**config.mk**
```make
export PLATFORM = sky130hd
export DESIGN_NAME = derivative_dip_heartbeat_rate_unit
export DESIGN_NICKNAME = d
export VERILOG_FILES = /design/src/sv/dhr_pkg.sv /design/src/sv/derivative_dip_heartbeat_rate_unit.sv /design/src/sv/dhr_front.sv /design/src/sv/dhr_fifo.sv /design/src/sv/dhr_back.sv
export SDC_FILE = /design/constraint.sdc
export NUM_CORES = 1
export LEC_CHECK = 0
export BUFFER_PORTS_ARGS = -buffer_cell sky130_fd_sc_hd__buf_2
export CORE_MARGIN = 2
export CORE_UTILIZATION = 54
export DETAILED_ROUTE_END_ITERATION = 12
export GPL_TIMING_DRIVEN = 0
export PLACE_DENSITY = 0.73
export SYNTH_ARGS = -nofsm -noshare
export SYNTH_HDL_FRONTEND = slang
export SYNTH_SLANG_ARGS = --single-unit
```
**constraint.sdc**
```tcl
create_clock -name clk -period 10.35 [get_ports clk]
set_clock_uncertainty 0.2 [all_clocks]
set_input_delay 2.5875 -clock clk [delete_from_list [all_inputs] [get_ports clk]]
set_output_delay 2.5875 -clock clk [all_outputs]
set_load 0.02 [all_outputs]
```
**src/sv/dhr_pkg.sv**
```systemverilog
// Shared types and constants for the heartbeat rate unit.
`default_nettype none
package dhr_pkg;

	localparam int SAMPLE_BITS_DEFAULT = 18;
	localparam int ELAPSED_BITS        = 10;
	localparam int THRESH_BITS         = 16;
	localparam int FRAC_BITS           = 8;
	localparam int CLOCK_BITS          = 32;
	localparam int RATE_BITS           = 16;
	localparam int QUEUE_DEPTH         = 2;
	localparam int OUT_FIELD_BITS      = 3 + RATE_BITS;
	localparam int OUT_TDATA_W         = ((OUT_FIELD_BITS + 7) / 8) * 8;

	localparam logic [RATE_BITS-1:0] MS_PER_MINUTE = RATE_BITS'(60000);
	localparam logic signed [THRESH_BITS-1:0] DIP_THRESHOLD_RESET = -THRESH_BITS'(90);

	// One classified sample, handed from the front end to the rate engine.
	typedef struct packed {
		logic                 dip;
		logic                 onset;
		logic                 report;
		logic                 zero_quot;
		logic [RATE_BITS-1:0] divisor;
	} cmd_t;

	typedef struct packed {
		logic full;
		logic empty;
	} q_stat_t;

	typedef struct packed {
		logic pop;
		logic busy;
	} bk_stat_t;

endpackage
`default_nettype wire

```
**src/sv/derivative_dip_heartbeat_rate_unit.sv**
```systemverilog
// Top level of the slope-threshold heartbeat rate unit.
// Usage:
// Each input item on the s_t* channel carries one infrared sample and the
// milliseconds since the previous sample. Every item produces exactly one
// result item on the m_t* channel: the dip flag, the beat onset flag, and,
// when a beat follows an earlier beat at a later clock value, a rate report
// with the mean of the current and previous beats per minute.
// The front end classifies an item in the cycle it is accepted and pushes it
// into a two-entry queue. The rate engine divides 60000 by the beat interval
// one quotient bit per cycle. A reporting item passes from the queue through
// the divide steps (skipped when the interval is so long that the quotient
// is zero) and a finish step to the output register; any other item goes
// straight from the queue to the output register. Sustained throughput is one
// item per cycle for non-reporting items while m_tready stays high; the engine takes no new item while a division runs.
// When the result receiver stalls, the output register holds its item and
// the queue absorbs up to two more before s_tready drops.
// The threshold is written over cfg_valid/cfg_ready/cfg_data, which is always
// ready; write it only while the unit is idle.
// Reset clears all beat history and the clock and restores the threshold to -90.
`default_nettype none
module derivative_dip_heartbeat_rate_unit import dhr_pkg::*; #(
	parameter int SAMPLE_BITS = SAMPLE_BITS_DEFAULT,
	localparam int IN_TDATA_W = ((SAMPLE_BITS + ELAPSED_BITS + 7) / 8) * 8
) (
	input  wire logic                   clk,
	input  wire logic                   arst_n,
	input  wire logic                   s_tvalid,
	output logic                        s_tready,
	// ir_sample, elapsed_ms, zero padding
	input  wire logic [IN_TDATA_W-1:0]  s_tdata,
	output logic                        m_tvalid,
	input  wire logic                   m_tready,
	// dip_level, beat_onset, rate_valid, heart_rate, zero padding
	output logic [OUT_TDATA_W-1:0]      m_tdata,
	input  wire logic                   cfg_valid,
	output logic                        cfg_ready,
	input  wire logic [THRESH_BITS-1:0] cfg_data
);

	logic     push;
	cmd_t     push_cmd;
	cmd_t     head;
	q_stat_t  q_stat;
	bk_stat_t bk_stat;

	// The front end classifies each sample and keeps all beat timing state.
	dhr_front #(
		.SAMPLE_BITS(SAMPLE_BITS)
	) u_front (
		.clk       (clk),
		.arst_n    (arst_n),
		.s_tvalid  (s_tvalid),
		.s_tready  (s_tready),
		.s_tdata   (s_tdata),
		.cfg_valid (cfg_valid),
		.cfg_ready (cfg_ready),
		.cfg_data  (cfg_data),
		.q_full    (q_stat.full),
		.push      (push),
		.cmd       (push_cmd)
	);

	// The queue lets samples keep arriving while a division is in progress.
	dhr_fifo u_fifo (
		.clk      (clk),
		.arst_n   (arst_n),
		.push     (push),
		.push_cmd (push_cmd),
		.pop      (bk_stat.pop),
		.head     (head),
		.stat     (q_stat)
	);

	// The rate engine owns the previous rate and the output register.
	dhr_back u_back (
		.clk       (clk),
		.arst_n    (arst_n),
		.cmd       (head),
		.cmd_valid (!q_stat.empty),
		.stat      (bk_stat),
		.m_tvalid  (m_tvalid),
		.m_tready  (m_tready),
		.m_tdata   (m_tdata)
	);

	// The queue cannot look full and empty at once.
	a_queue_sane: assert property (@(posedge clk) disable iff (!arst_n)
		!(q_stat.full && q_stat.empty))
		else $error("queue reports full and empty together");

	// The engine only takes a command while idle and only from a nonempty queue.
	a_pop_legal: assert property (@(posedge clk) disable iff (!arst_n)
		bk_stat.pop |-> (!bk_stat.busy && !q_stat.empty))
		else $error("command taken while busy or from an empty queue");

	// A rate report only comes with a beat onset, which only comes with a dip.
	a_report_onset: assert property (@(posedge clk) disable iff (!arst_n)
		m_tvalid |-> ((!m_tdata[2] || m_tdata[1]) && (!m_tdata[1] || m_tdata[0])))
		else $error("rate report without onset or onset without dip");

	// Without a report the heart rate field reads zero.
	a_rate_zero: assert property (@(posedge clk) disable iff (!arst_n)
		(m_tvalid && !m_tdata[2]) |-> (m_tdata[3 +: RATE_BITS] == '0))
		else $error("heart rate nonzero without a report");

endmodule
`default_nettype wire

```
**src/sv/dhr_front.sv**
```systemverilog
// Front end: takes samples, detects dips and beat onsets, keeps the beat clock.
`default_nettype none
module dhr_front import dhr_pkg::*; #(
	parameter int SAMPLE_BITS = SAMPLE_BITS_DEFAULT,
	localparam int IN_TDATA_W = ((SAMPLE_BITS + ELAPSED_BITS + 7) / 8) * 8
) (
	input  wire logic                   clk,
	input  wire logic                   arst_n,
	input  wire logic                   s_tvalid,
	output logic                        s_tready,
	input  wire logic [IN_TDATA_W-1:0]  s_tdata,
	input  wire logic                   cfg_valid,
	output logic                        cfg_ready,
	input  wire logic [THRESH_BITS-1:0] cfg_data,
	input  wire logic                   q_full,
	output logic                        push,
	output cmd_t                        cmd
);

	localparam int LHS_W  = SAMPLE_BITS + 1 + FRAC_BITS;
	localparam int PROD_W = THRESH_BITS + ELAPSED_BITS + 1;
	localparam int CMP_W  = (LHS_W > PROD_W) ? LHS_W : PROD_W;

	logic signed [THRESH_BITS-1:0] thr_q;
	logic [SAMPLE_BITS-1:0]        prev_sample_q;
	logic                          prev_dip_q;
	logic [CLOCK_BITS-1:0]         clock_q;
	logic [CLOCK_BITS-1:0]         last_beat_q;
	logic                          beat_seen_q;

	logic [SAMPLE_BITS-1:0]   sample;
	logic [ELAPSED_BITS-1:0]  elapsed;
	logic signed [SAMPLE_BITS:0] diff_s;
	logic signed [PROD_W-1:0] prod_s;
	logic signed [CMP_W-1:0]  lhs_w;
	logic signed [CMP_W-1:0]  rhs_w;
	logic                     dip;
	logic                     onset;
	logic [CLOCK_BITS-1:0]    clock_next;
	logic [CLOCK_BITS-1:0]    interval;

	assign sample  = s_tdata[SAMPLE_BITS-1:0];
	assign elapsed = s_tdata[SAMPLE_BITS +: ELAPSED_BITS];

	// Slope test without division: diff * 256 < threshold * elapsed.
	assign diff_s = $signed({1'b0, sample}) - $signed({1'b0, prev_sample_q});
	assign prod_s = thr_q * $signed({1'b0, elapsed});
	assign lhs_w  = CMP_W'(diff_s) <<< FRAC_BITS;
	assign rhs_w  = CMP_W'(prod_s);
	assign dip    = lhs_w < rhs_w;
	assign onset  = dip && !prev_dip_q;

	assign clock_next = clock_q + CLOCK_BITS'(elapsed);
	assign interval   = clock_next - last_beat_q;

	assign s_tready  = !q_full;
	assign cfg_ready = 1'b1;
	assign push      = s_tvalid && s_tready;

	always_comb begin
		cmd.dip       = dip;
		cmd.onset     = onset;
		cmd.report    = onset && beat_seen_q && (interval != '0);
		// Intervals of 65536 ms or more do not fit the divisor; their quotient is zero.
		cmd.zero_quot = (interval[CLOCK_BITS-1:RATE_BITS] != '0);
		cmd.divisor   = interval[RATE_BITS-1:0];
	end

	always_ff @(posedge clk or negedge arst_n) begin
		if (!arst_n) begin
			thr_q         <= DIP_THRESHOLD_RESET;
			prev_sample_q <= '0;
			prev_dip_q    <= 1'b0;
			clock_q       <= '0;
			last_beat_q   <= '0;
			beat_seen_q   <= 1'b0;
		end else begin
			if (cfg_valid && cfg_ready) begin
				thr_q <= $signed(cfg_data);
			end
			if (push) begin
				prev_sample_q <= sample;
				prev_dip_q    <= dip;
				clock_q       <= clock_next;
				if (onset) begin
					last_beat_q <= clock_next;
					beat_seen_q <= 1'b1;
				end
			end
		end
	end

endmodule
`default_nettype wire

```
**src/sv/dhr_fifo.sv**
```systemverilog
// Short command queue between the front end and the rate engine.
`default_nettype none
module dhr_fifo import dhr_pkg::*; (
	input  wire logic clk,
	input  wire logic arst_n,
	input  wire logic push,
	input  wire cmd_t push_cmd,
	input  wire logic pop,
	output cmd_t      head,
	output q_stat_t   stat
);

	localparam int PTR_W = (QUEUE_DEPTH > 1) ? $clog2(QUEUE_DEPTH) : 1;
	localparam int CNT_W = $clog2(QUEUE_DEPTH + 1);

	cmd_t             entry_q [QUEUE_DEPTH];
	logic [PTR_W-1:0] wr_ptr_q;
	logic [PTR_W-1:0] rd_ptr_q;
	logic [CNT_W-1:0] count_q;

	assign head       = entry_q[rd_ptr_q];
	assign stat.full  = (count_q == CNT_W'(QUEUE_DEPTH));
	assign stat.empty = (count_q == '0);

	function automatic logic [PTR_W-1:0] next_ptr(input logic [PTR_W-1:0] p);
		next_ptr = (p == PTR_W'(QUEUE_DEPTH - 1)) ? '0 : p + PTR_W'(1);
	endfunction

	always_ff @(posedge clk) begin
		if (push) begin
			entry_q[wr_ptr_q] <= push_cmd;
		end
	end

	always_ff @(posedge clk or negedge arst_n) begin
		if (!arst_n) begin
			wr_ptr_q <= '0;
			rd_ptr_q <= '0;
			count_q  <= '0;
		end else begin
			if (push) begin
				wr_ptr_q <= next_ptr(wr_ptr_q);
			end
			if (pop) begin
				rd_ptr_q <= next_ptr(rd_ptr_q);
			end
			if (push && !pop) begin
				count_q <= count_q + CNT_W'(1);
			end else if (pop && !push) begin
				count_q <= count_q - CNT_W'(1);
			end
		end
	end

endmodule
`default_nettype wire

```
**src/sv/dhr_back.sv**
```systemverilog
// Rate engine: serial divide of 60000 by the beat interval and the output register.
`default_nettype none
module dhr_back import dhr_pkg::*; (
	input  wire logic                   clk,
	input  wire logic                   arst_n,
	input  wire cmd_t                   cmd,
	input  wire logic                   cmd_valid,
	output bk_stat_t                    stat,
	output logic                        m_tvalid,
	input  wire logic                   m_tready,
	output logic [OUT_TDATA_W-1:0]      m_tdata
);

	localparam int STEP_W = $clog2(RATE_BITS);

	localparam logic [1:0] ST_IDLE = 2'd0;
	localparam logic [1:0] ST_DIV  = 2'd1;
	localparam logic [1:0] ST_FIN  = 2'd2;

	logic [1:0]             state_q;
	logic                   dip_q;
	logic                   onset_q;
	logic [RATE_BITS-1:0]   div_q;
	logic [RATE_BITS-1:0]   num_q;
	logic [RATE_BITS-1:0]   rem_q;
	logic [RATE_BITS-1:0]   quo_q;
	logic [STEP_W-1:0]      step_q;
	logic [RATE_BITS-1:0]   prev_rate_q;
	logic                   out_valid_q;
	logic [OUT_TDATA_W-1:0] out_data_q;

	logic                 out_free;
	logic                 pop;
	logic                 out_load;
	logic [RATE_BITS:0]   rem_sh;
	logic                 ge;
	logic [RATE_BITS:0]   rate_sum;

	assign out_free = !out_valid_q || m_tready;
	assign pop      = (state_q == ST_IDLE) && cmd_valid && out_free;
	// A new result enters the output register on either of these.
	assign out_load = (pop && !cmd.report) || ((state_q == ST_FIN) && out_free);

	// One quotient bit per cycle, restoring form.
	assign rem_sh   = {rem_q, num_q[RATE_BITS-1]};
	assign ge       = rem_sh >= {1'b0, div_q};
	assign rate_sum = {1'b0, quo_q} + {1'b0, prev_rate_q};

	assign stat.pop  = pop;
	assign stat.busy = (state_q != ST_IDLE);
	assign m_tvalid  = out_valid_q;
	assign m_tdata   = out_data_q;

	always_ff @(posedge clk) begin
		case (state_q)
			ST_IDLE: begin
				if (pop) begin
					dip_q   <= cmd.dip;
					onset_q <= cmd.onset;
					div_q   <= cmd.divisor;
					num_q   <= MS_PER_MINUTE;
					rem_q   <= '0;
					quo_q   <= '0;
					if (!cmd.report) begin
						out_data_q <= OUT_TDATA_W'({RATE_BITS'(0), 1'b0, cmd.onset, cmd.dip});
					end
				end
			end
			ST_DIV: begin
				rem_q <= ge ? RATE_BITS'(rem_sh - {1'b0, div_q}) : rem_sh[RATE_BITS-1:0];
				quo_q <= {quo_q[RATE_BITS-2:0], ge};
				num_q <= {num_q[RATE_BITS-2:0], 1'b0};
			end
			ST_FIN: begin
				if (out_free) begin
					out_data_q <= OUT_TDATA_W'({rate_sum[RATE_BITS:1], 1'b1, onset_q, dip_q});
				end
			end
			default: begin
			end
		endcase
	end

	always_ff @(posedge clk or negedge arst_n) begin
		if (!arst_n) begin
			state_q     <= ST_IDLE;
			step_q      <= '0;
			prev_rate_q <= '0;
			out_valid_q <= 1'b0;
		end else begin
			if (out_load) begin
				out_valid_q <= 1'b1;
			end else if (m_tready) begin
				out_valid_q <= 1'b0;
			end
			case (state_q)
				ST_IDLE: begin
					step_q <= '0;
					if (pop && cmd.report) begin
						if (cmd.zero_quot) begin
							state_q <= ST_FIN;
						end else begin
							state_q <= ST_DIV;
						end
					end
				end
				ST_DIV: begin
					step_q <= step_q + STEP_W'(1);
					if (step_q == STEP_W'(RATE_BITS - 1)) begin
						state_q <= ST_FIN;
					end
				end
				ST_FIN: begin
					if (out_free) begin
						prev_rate_q <= quo_q;
						state_q     <= ST_IDLE;
					end
				end
				default: begin
					state_q <= ST_IDLE;
				end
			endcase
		end
	end

endmodule
`default_nettype wire

```
==> results of run 1 <==
routing by layer:
| layer | GRT usage | routed length, um | vias up |
|---|---|---|---|
| met2 | 0.379 | 20700 | 353 |
| met5 | 0 | 0 | - |
| met1 | 0.321 | 21100 | 7384 |
| met3 | 0.0316 | 2270 | 66 |
| li1 | - | - | 7330 |
| met4 | 0.0556 | 1000 | 0 |
area by class of cell:
class	count	share of cell area
flip-flops and latches	247	0.297
repair buffers	73	0.0188
clock buffers	30	0.0319
plain buffers	69	0.0131
multi-input cells	1521	0.551
clock inverters	23	0.0121
inverters	296	0.0485
well taps	511	0.0279
sequential cells by signal, indices dropped and copies added (netlist names), 18 cells and up:
register	count
u_back.m_tdata	19
u_fifo.entry_q	40
u_front.clock_q	32
u_front.last_beat_q	32
u_front.prev_sample_q	18
cell usage after synthesis (all sizes together), types with 12 or more instances:
master	count	area share
edfxtp	120	0.17
dfrtp	115	0.14
and2	96	0.029
a211oi	12	0.0043
o21ai	93	0.022
buf	16	0.0045
clkbuf	60	0.011
and3	18	0.0054
nand3	34	0.0082
xor2	54	0.023
a21oi	73	0.018
mux2	65	0.035
nor3	46	0.011
fa	150	0.14
nand2b	26	0.0078
a21o	37	0.013
nand4	22	0.0066
inv	295	0.053
nor2b	20	0.0060
xnor2	78	0.033
o21a	18	0.0065
nand2	223	0.040
o21bai	13	0.0047
ha	172	0.10
dfstp	12	0.015
mux2i	21	0.010
nor2	128	0.023
critical path, delay by kind of cell:
family          cells  cell delay (ps)
fa+ha+maj           7             3020
simple gates        7             1690
compound gates      6             1290
buf+inv             5              810
mux                 2              710
xor+xnor            1               90
what timing repair did:
item                       CTS  global route
buffers inserted             0             0
resized for setup            0             9
pin swaps                    0             0
setup endpoints to repair   31            31
cells by family after synthesis:
| group | Yosys count | synth area share |
|---|---|---|
| AOI/OAI and AO/OA | 327 | 0.105 |
| DFF | 247 | 0.326 |
| muxes | 86 | 0.0453 |
| and+or+nand+nor | 647 | 0.150 |
| xor gates and xnor gates | 133 | 0.0566 |
| buffers and inverters | 372 | 0.0687 |
| other | 2 | 0.000361 |
| adders and majority gates | 322 | 0.248 |
final timing paths:
| kind | startpoint | end |
|---|---|---|
| setup reg to reg | u_front.thr_q[5]$_DFFE_PN1P_ | u_front.last_beat_q[24]$_DFFE_PN0P_ |
| setup / recovery | s_tdata[20] | u_front.last_beat_q[24]$_DFFE_PN0P_ |
| hold reg to reg | u_front.beat_seen_q$_DFFE_PN0P_ | u_front.beat_seen_q$_DFFE_PN0P_ |
| max in group asynchronous | arst_n | u_front.last_beat_q[30]$_DFFE_PN0P_ |
| hold / removal | u_front.beat_seen_q$_DFFE_PN0P_ | u_front.beat_seen_q$_DFFE_PN0P_ |
| min in group asynchronous | arst_n | u_front.thr_q[6]$_DFFE_PN0P_ |
stage by stage:
stage | setup slack, ps | instance area, um2
floorplan | 408 | 20800
global placement | -787 | 21800
detailed placement | -936 | 21900
CTS | 47.3 | 22900
global route | 14.8 | 22900
finish | 368 | 22900
==> metrics.md, run 1 <==
| Metric | Value |
|---|---|
| Status | finished, final reports clean |
| Clock sink total | 247 |
| Final worst path period need | 9980 ps |
| Arr. time, crit path | 10,230 ps |
| Total Neg Setup Slack | 0 ps |
| CTS Root Buffer Type | clkbuf_16 |
| FF-to-FF setup slack | 1710 ps |
| Cells after synthesis | 2,136 |
| Cell Count Post-Placement | 2,724 |
| Filler cell count | 3,158 |
| Sequential-to-total area share from yosys stat | 0.326 |
| Mean routed wirelength per cell | 16.3 um |
| Slowest stage delay, CP | 540 ps |
| Post-synth EDFFs | 120 |
| Fin crit share | 0.964 |
| Synth warn | 0 |
| Dpl hpwl | 35,400 um |
| Slew HR | 0.302 |
| Most used cell along the critical path | fa_1 |
| Most frequent cells in the layout | inv_1 (295), nand2_1 (222), ha_1 (172) |
| CP max stage cell | fa_1 |
| DR DRC count | 0 |
| Worst Tran Pin Value | 1050 ps |
| Starting density of the core | 0.550 |
| Required @ worst endpoint | 10,600 ps |
| Worst hold-check path type | register to register |
| FF-to-FF path depth | 28 |
| Final hold vios | 0 |
| Area grow syn2layout | 10.0% |
| WHS | 265 ps |
| FF/Latch Area | 6800 um2 |
| Setup CP Type | input pin to register |
| Hold-fix buffers at CTS | 0 |
| Vias | 15,100 |
| Slew Limit Fails | 0 |
| Ant. Diodes | 0 |
| Crit path max fanout | 17 |
| H-tree levels | 1 |
| Ys async rst share | 0.514 |
| CTS tree | yes |
| Vias in the first global route | 15,800 |
| Core area | 37,800 um2 |
| IO Count | 80 |
| Largest net degree at the start of global routing | 66 |
| Commonest non-fill, non-tap cell in the layout | inv_1 |
| CTS max path bufs | 3 |
| Initial antenna violation count | 0 |
| Share of cells above drive strength 1 | 0.0978 |
| DRT antenna net count | 0 |
| Final GP Congestion | 0.911 |
| IO Port Bufs | 68 |
| Grt ovf | 0 |
| Hold Path Depth | 1 |
| Vias/cell | 5.46 |
| Detailed Route WL | 45,000 um |
| Die area | 40,100 um2 |
| Clock latency on the worst-skew pair | 580 ps |
| Cell variety after synth | 86 |
| RSZ-0062 raised after global routing | false |
| Fmax achieved | 0.100 GHz |
| Post-layout util | 0.605 |
| Max cap viols | 0 |
| Worst-path clk slew | 60 ps |
| # setup viols final | 0 |
| First-pass DRT Iterations | 5 |
| First-pass GRT wire length | 76,500 um |
| Mean Syn Cell Area | 9.75 um2 |
| Die Ht | 200 um |
| Width of the chip | 200 um |
| Total CTS buffers | 29 |
| Nets | 2,612 |
| Critical Path End Type | register |
| Synthesis-stage register bit count | 247 |
| Synthesized cell area | 20,800 um2 |
| Crit start category | input pin |
| Total track usage | 0.229 |
| Predominant post-synthesis flop cell | edfxtp_1 |
| Initial DRC count | 938 |
| Multi-input gate area | 12,600 um2 |
| Finished Layout Cells | 2,770 |
| Row cnt | 71 |
Power of run 1 is left out: the tool's default activity adds up to more than one toggle a clock period on the data nets, which glitch-free logic cannot reach.
==> run 2: changes to the inputs <==
==> constraint.sdc (replaced) <==
create_clock -name clk -period 10.35 [get_ports clk]
set_clock_uncertainty 0.2 [all_clocks]
set_input_delay 1.5525 -clock clk [delete_from_list [all_inputs] [get_ports clk]]
set_output_delay 1.5525 -clock clk [all_outputs]
set_load 0.02 [all_outputs]
==> run 2 against run 1 <==
Hold slack better by 1.5 ps. Via count up 0.39%. Highest routed layer unchanged. Wire length up 0.87%. Core utilization about the same. Maximum frequency up 3.0%. Global-route usage up 0.092 points. Sequential cell count unchanged. First-iteration DRC count down 2.3%. Sequential share of layout area about the same. Largest cell class unchanged. Design area about the same. Die area unchanged. Non-clock buffer count up 7.
==> metrics.md, run 2 (same netlist as run 1, synthesis figures left out) <==
| Metric | Value |
|---|---|
| Status | finished, final reports clean (unchanged) |
| Share of cells above drive strength 1 | 0.0971 (was 0.0978) |
| Width of the chip | 200 um (unchanged) |
| Largest registers | u_fifo.entry_q (40), u_front.clock_q (32), u_front.last_beat_q (32) (unchanged) |
| Min-Delay Startpoint | u_front.beat_seen_q$_DFFE_PN0P_ (unchanged) |
| R2r endpoint | u_front.last_beat_q[24]$_DFFE_PN0P_ (unchanged) |
| Core area | 37,800 um2 (unchanged) |
| Pre-CTS setup slack | 99.0 ps (was -936 ps) |
| Slew Limit Fails | 0 (unchanged) |
| Clock sink total | 247 (unchanged) |
| DRT antenna net count | 0 (unchanged) |
| Final hold vios | 0 (unchanged) |
| Max reg flops | 40 (unchanged) |
| Post-CTS Resized | 0 (unchanged) |
| CTS max path bufs | 3 (unchanged) |
| Initial antenna violation count | 0 (unchanged) |
| Total Neg Setup Slack | 0 ps (unchanged) |
| First-pass DRT Iterations | 5 (unchanged) |
| Crit path max fanout | 10 (was 17) |
| Largest register by flop count | u_fifo.entry_q (unchanged) |
| Mean routed wirelength per cell | 16.4 um (was 16.3 um) |
| Final GP Congestion | 0.911 (unchanged) |
| Total track usage | 0.230 (was 0.229) |
| Grt ovf | 0 (unchanged) |
| Max cap viols | 0 (unchanged) |
| Arr. time, crit path | 9940 ps (was 10,230 ps) |
| Most frequent cells in the layout | inv_1 (295), nand2_1 (222), ha_1 (172) (unchanged) |
| DR DRC count | 0 (unchanged) |
| FF-to-FF setup slack | 1460 ps (was 1710 ps) |
| Clock latency on the worst-skew pair | 580 ps (about the same) |
| Fin crit share | 0.936 (was 0.964) |
| IO Port Bufs | 68 (unchanged) |
| Finished Layout Cells | 2,777 (was 2,770) |
| Post-CTS Setup Bufs | 0 (unchanged) |
| Required @ worst endpoint | 10,600 ps (about the same) |
| Cell Count Post-Placement | 2,724 (unchanged) |
| Hold EP | u_front.beat_seen_q$_DFFE_PN0P_ (unchanged) |
| Die Ht | 200 um (unchanged) |
| Hold Path Depth | 1 (unchanged) |
| Area grow syn2layout | 10.0% (about the same) |
| Vias | 15,200 (was 15,100) |
| Worst-path clk slew | 60 ps (about the same) |
| Vias in the first global route | 15,800 (about the same) |
| Total CTS buffers | 29 (unchanged) |
| Die area | 40,100 um2 (unchanged) |
| Ant. Diodes | 0 (unchanged) |
| Critical Path End Type | register (unchanged) |
| Row cnt | 71 (unchanged) |
| Filler cell count | 3,158 (unchanged) |
| Dpl hpwl | 35,400 um (unchanged) |
| # setup viols final | 0 (unchanged) |
| Commonest non-fill, non-tap cell in the layout | inv_1 (unchanged) |
| Setup ws final | 663 ps (was 368 ps) |
| Slew HR | 0.304 (was 0.302) |
| Hold-fix buffers at CTS | 0 (unchanged) |
| CTS Root Buffer Type | clkbuf_16 (unchanged) |
| IO Count | 80 (unchanged) |
| CTS tree | yes (unchanged) |
| H-tree levels | 1 (unchanged) |
| Initial DRC count | 916 (was 938) |
| First-pass GRT wire length | 76,700 um (was 76,500 um) |
| CP max stage cell | fa_1 (unchanged) |
| Reg-to-reg startpoint | u_front.thr_q[5]$_DFFE_PN1P_ (unchanged) |
| Detailed Route WL | 45,400 um (was 45,000 um) |
| Worst Tran Pin Value | 1040 ps (was 1050 ps) |
| Vias/cell | 5.47 (was 5.46) |
| Slowest stage delay, CP | 600 ps (was 540 ps) |
| Crit start category | input pin (unchanged) |
| Nets | 2,619 (was 2,612) |
| Setup CP Type | input pin to register (unchanged) |
| Most used cell along the critical path | fa_1 (unchanged) |
| Final worst path period need | 9690 ps (was 9980 ps) |
| Area after DPL | 21,900 um2 (unchanged) |
| Fmax achieved | 0.103 GHz (was 0.100 GHz) |
| Design area | 22,900 um2 (about the same) |
| RSZ-0062 raised after global routing | false (unchanged) |
| Largest net degree at the start of global routing | 66 (unchanged) |
| Starting density of the core | 0.550 (unchanged) |
| FF-to-FF path depth | 28 (unchanged) |
| Worst hold-check path type | register to register (unchanged) |
## run 2: cell count changes in the layout (fill, tap and decap cells not counted), sizes merged
cell / before / now
buf: 85 / 89
clkbuf: 87 / 90
## run 2: worst max path at each step
stage / endpoint / cells after the start / start
finish: u_front.last_beat_q[24]$_DFFE_PN0P_ / 29 / s_tdata[22]
global route: u_front.last_beat_q[24]$_DFFE_PN0P_ / 29 / s_tdata[22]
CTS: u_front.last_beat_q[24]$_DFFE_PN0P_ / 29 / s_tdata[22]
detailed placement: u_front.last_beat_q[24]$_DFFE_PN0P_ / 29 / s_tdata[22]
global placement: u_front.last_beat_q[20]$_DFFE_PN0P_ / 29 / s_tdata[22]
floorplan: u_front.last_beat_q[10]$_DFFE_PN0P_ / 28 / s_tdata[22]
## run 2: worst max-delay path, delay by kind of cell
family | cells | cell delay (ps)
AO/OA/AOI/OAI | 6 | 1290
XOR/XNOR | 1 | 90
adder cells (fa/ha/maj) | 7 | 3100
buffers and inverters | 6 | 1320
multiplexers | 2 | 720
AND/OR/NAND/NOR | 7 | 1860
## run 2: area by class of cell
cell class                      count  area [um2]  area share
Clock inverter                     23         277      0.0121
Buffer                             76         319      0.0139
Timing Repair Buffer               73         424      0.0185
Inverter                          296        1110      0.0485
Clock buffer                       30         729      0.0318
Sequential cell                   247        6800       0.297
Tap cell                          511         639      0.0279
Multi-Input combinational cell   1521       12600       0.551
## run 2: routing by layer
metal | vias to the layer above | GRT usage | routed length [um]
met3 | 75 | 0.0321 | 2400
met2 | 382 | 0.382 | 20900
met1 | 7392 | 0.319 | 21000
li1 | 7343 | - | -
met5 | - | 0 | 0
met4 | 0 | 0.0585 | 1120
## run 2: through the flow
stage	util	hold slack (ps)
after floorplan	-	233
after global placement	0.576	250
after detailed placement	0.579	255
after CTS	0.605	269
after global routing	0.605	294
final	0.605	266
Power of run 2 is left out for the same reason.
==> run 3: changes to the inputs <==
--- a/config.mk
+++ b/config.mk
@@ -7,10 +7,11 @@
 export LEC_CHECK = 0
 export BUFFER_PORTS_ARGS = -buffer_cell sky130_fd_sc_hd__buf_2
 export CORE_MARGIN = 2
-export CORE_UTILIZATION = 54
+export CORE_UTILIZATION = 62
 export DETAILED_ROUTE_END_ITERATION = 12
 export GPL_TIMING_DRIVEN = 0
-export PLACE_DENSITY = 0.73
+export PLACE_DENSITY = 0.82
+export RECOVER_POWER = 100
 export SYNTH_ARGS = -nofsm -noshare
 export SYNTH_HDL_FRONTEND = slang
 export SYNTH_SLANG_ARGS = --single-unit
==> run 3 against run 2 <==
The flow now finishes with violations (capacitance limit, slew limit). Design area is 1.6% lower. Core utilization is 7.2 points higher. Register-to-register slack worse by 150 ps. Die area is 13% lower. Clock-buffer cell count is 9 higher. Wire length is 2.5% higher. Hold slack better by 2.2 ps. Sequential share of layout area is 0.48 points higher. Worst setup slack worse by 110 ps. Maximum frequency is 1.2% lower. Via count is 1.7% higher. Global-route usage is 4.0 points higher. Critical path type unchanged. Critical endpoint is now u_front.last_beat_q[14]$_DFFE_PN0P_. Highest routed layer unchanged.
==> metrics.md, run 3 (same netlist as run 1, synthesis figures left out) <==
| Metric | Value |
|---|---|
| Final GP Congestion | 0.933 (was 0.911) |
| Initial DRC count | 985 (was 916) |
| Most used cell along the critical path | fa_1 (unchanged) |
| DR DRC count | 0 (unchanged) |
| Slew HR | -1.53 (was 0.304) |
| H-tree levels | 1 (unchanged) |
| Min-Delay Startpoint | u_front.beat_seen_q$_DFFE_PN0P_ (unchanged) |
| CTS Root Buffer Type | clkbuf_16 (unchanged) |
| Nets | 2,617 (was 2,619) |
| Slowest stage delay, CP | 590 ps (was 600 ps) |
| Mean routed wirelength per cell | 17.2 um (was 16.4 um) |
| Setup CP Type | input pin to register (unchanged) |
| Commonest non-fill, non-tap cell in the layout | inv_1 (unchanged) |
| Required @ worst endpoint | 10,580 ps (was 10,600 ps) |
| Violated checks | capacitance limit, slew limit |
| First-pass GRT wire length | 77,500 um (was 76,700 um) |
| CP max stage cell | fa_1 (unchanged) |
| Crit path capture | u_front.last_beat_q[14]$_DFFE_PN0P_ (was u_front.last_beat_q[24]$_DFFE_PN0P_) |
| FF-to-FF path depth | 28 (unchanged) |
| Filler cell count | 2,533 (was 3,158) |
| R2r endpoint | u_front.last_beat_q[14]$_DFFE_PN0P_ (was u_front.last_beat_q[24]$_DFFE_PN0P_) |
| Die area | 35,100 um2 (was 40,100 um2) |
| RSZ-0062 raised after global routing | false (unchanged) |
| Slew Limit Fails | 183 (was 0) |
| Post-CTS Resized | 0 (unchanged) |
| Final hold vios | 0 (unchanged) |
| Area grow syn2layout | 8.29% (was 10.0%) |
| CTS max path bufs | 3 (unchanged) |
| Crit path max fanout | 10 (unchanged) |
| Crit start category | input pin (unchanged) |
| FF-to-FF setup slack | 1310 ps (was 1460 ps) |
| Worst Tran Pin Value | 3790 ps (was 1040 ps) |
| Fmax achieved | 0.102 GHz (was 0.103 GHz) |
| Width of the chip | 187 um (was 200 um) |
| Clock latency on the worst-skew pair | 570 ps (was 580 ps) |
| IO Port Bufs | 68 (unchanged) |
| Worst Setup SP | s_tdata[22] (unchanged) |
| Worst-path clk slew | 60 ps (about the same) |
| IO Count | 80 (unchanged) |
| Worst hold-check path type | register to register (unchanged) |
| Total Neg Setup Slack | 0 ps (unchanged) |
| Reg-to-reg startpoint | u_front.thr_q[5]$_DFFE_PN1P_ (unchanged) |
| DRT antenna net count | 0 (unchanged) |
| Status | finished with violations (was finished, final reports clean) |
| Initial antenna violation count | 0 (unchanged) |
| Clock sink total | 247 (unchanged) |
| Row cnt | 67 (was 71) |
| Vias in the first global route | 15,900 (was 15,800) |
| Share of cells above drive strength 1 | 0.0746 (was 0.0971) |
| Post-CTS Setup Bufs | 0 (unchanged) |
| Total track usage | 0.270 (was 0.230) |
| Most frequent cells in the layout | inv_1 (295), nand2_1 (223), ha_1 (172) (was inv_1 (295), nand2_1 (222), ha_1 (172)) |
| First-pass DRT Iterations | 5 (unchanged) |
| Die Ht | 187 um (was 200 um) |
| Vias/cell | 5.69 (was 5.47) |
| Total CTS buffers | 28 (was 29) |
| Grt ovf | 0 (unchanged) |
| Max cap viols | 4 (was 0) |
| CTS tree | yes (unchanged) |
| Hold-fix buffers at CTS | 0 (unchanged) |
| # setup viols final | 0 (unchanged) |
| Vias | 15,400 (was 15,200) |
| Largest registers | u_fifo.entry_q (40), u_front.clock_q (32), u_front.last_beat_q (32) (unchanged) |
| Max reg flops | 40 (unchanged) |
| Dpl hpwl | 36,400 um (was 35,400 um) |
| Starting density of the core | 0.626 (was 0.550) |
| Largest net degree at the start of global routing | 72 (was 66) |
| Final worst path period need | 9800 ps (was 9690 ps) |
| Largest register by flop count | u_fifo.entry_q (unchanged) |
| Critical Path End Type | register (unchanged) |
| Fin crit share | 0.947 (was 0.936) |
| Core area | 33,300 um2 (was 37,800 um2) |
| Detailed Route WL | 46,600 um (was 45,400 um) |
| Arr. time, crit path | 10,030 ps (was 9940 ps) |
[run 3: changes by cell type in the layout (fill, tap and decap cells not counted), sizes merged]
cell    previous run  this run
buf               89        57
diode              0         1
bufinv             5         0
inv              300       297
clkinv            12        10
clkbuf            90       130
[run 3: area by class of cell]
class | instances | area, um2 | share of cell area
Tap cell | 448 | 561 | 0.0249
Timing Repair Buffer | 72 | 325 | 0.0144
Antenna cell | 1 | 2.50 | 0.000111
Clock buffer | 39 | 772 | 0.0342
Inverter | 296 | 1110 | 0.0493
Buffer | 76 | 315 | 0.0140
Clock inverter | 13 | 109 | 0.00483
Sequential cell | 247 | 6800 | 0.301
Multi-Input combinational cell | 1521 | 12600 | 0.557
[run 3: worst min-delay path by stage]
stage,end,slack (ps),depth (start not counted)
finish,u_front.beat_seen_q$_DFFE_PN0P_,270,1
global placement,u_front.beat_seen_q$_DFFE_PN0P_,250,1
floorplan,u_front.beat_seen_q$_DFFE_PN0P_,230,1
detailed placement,u_front.beat_seen_q$_DFFE_PN0P_,260,1
CTS,u_front.beat_seen_q$_DFFE_PN0P_,270,1
global route,u_front.beat_seen_q$_DFFE_PN0P_,290,1
[run 3: critical path: cells and delay by family]
family	cells	cell delay, ps
buffers and inverters	6	1250
AO/OA/AOI/OAI	6	1440
XOR/XNOR	1	90
adder cells (fa/ha/maj)	7	3100
AND/OR/NAND/NOR	7	1850
multiplexers	2	700
[run 3: metal layers]
| metal | track usage | up-vias | share of wire |
|---|---|---|---|
| met4 | 0.0717 | 0 | 0.026 |
| met5 | 0 | - | 0 |
| met1 | 0.361 | 7470 | 0.44 |
| li1 | - | 7349 | - |
| met3 | 0.0433 | 88 | 0.065 |
| met2 | 0.462 | 538 | 0.47 |
[run 3: stage by stage]
step	instance area [um2]	hold slack, ps	utilization	instances	setup WS [ps]
4_1_cts	22700	270	0.682	2712	748
3_5_place_dp	21800	258	0.656	2660	188
6_report	22500	269	0.677	2713	548
5_1_grt	22500	293	0.677	2712	124
3_3_place_gp	21700	248	0.653	2656	244
2_1_floorplan	20800	233	-	2140	1440
Power of run 3 is left out for the same reason.
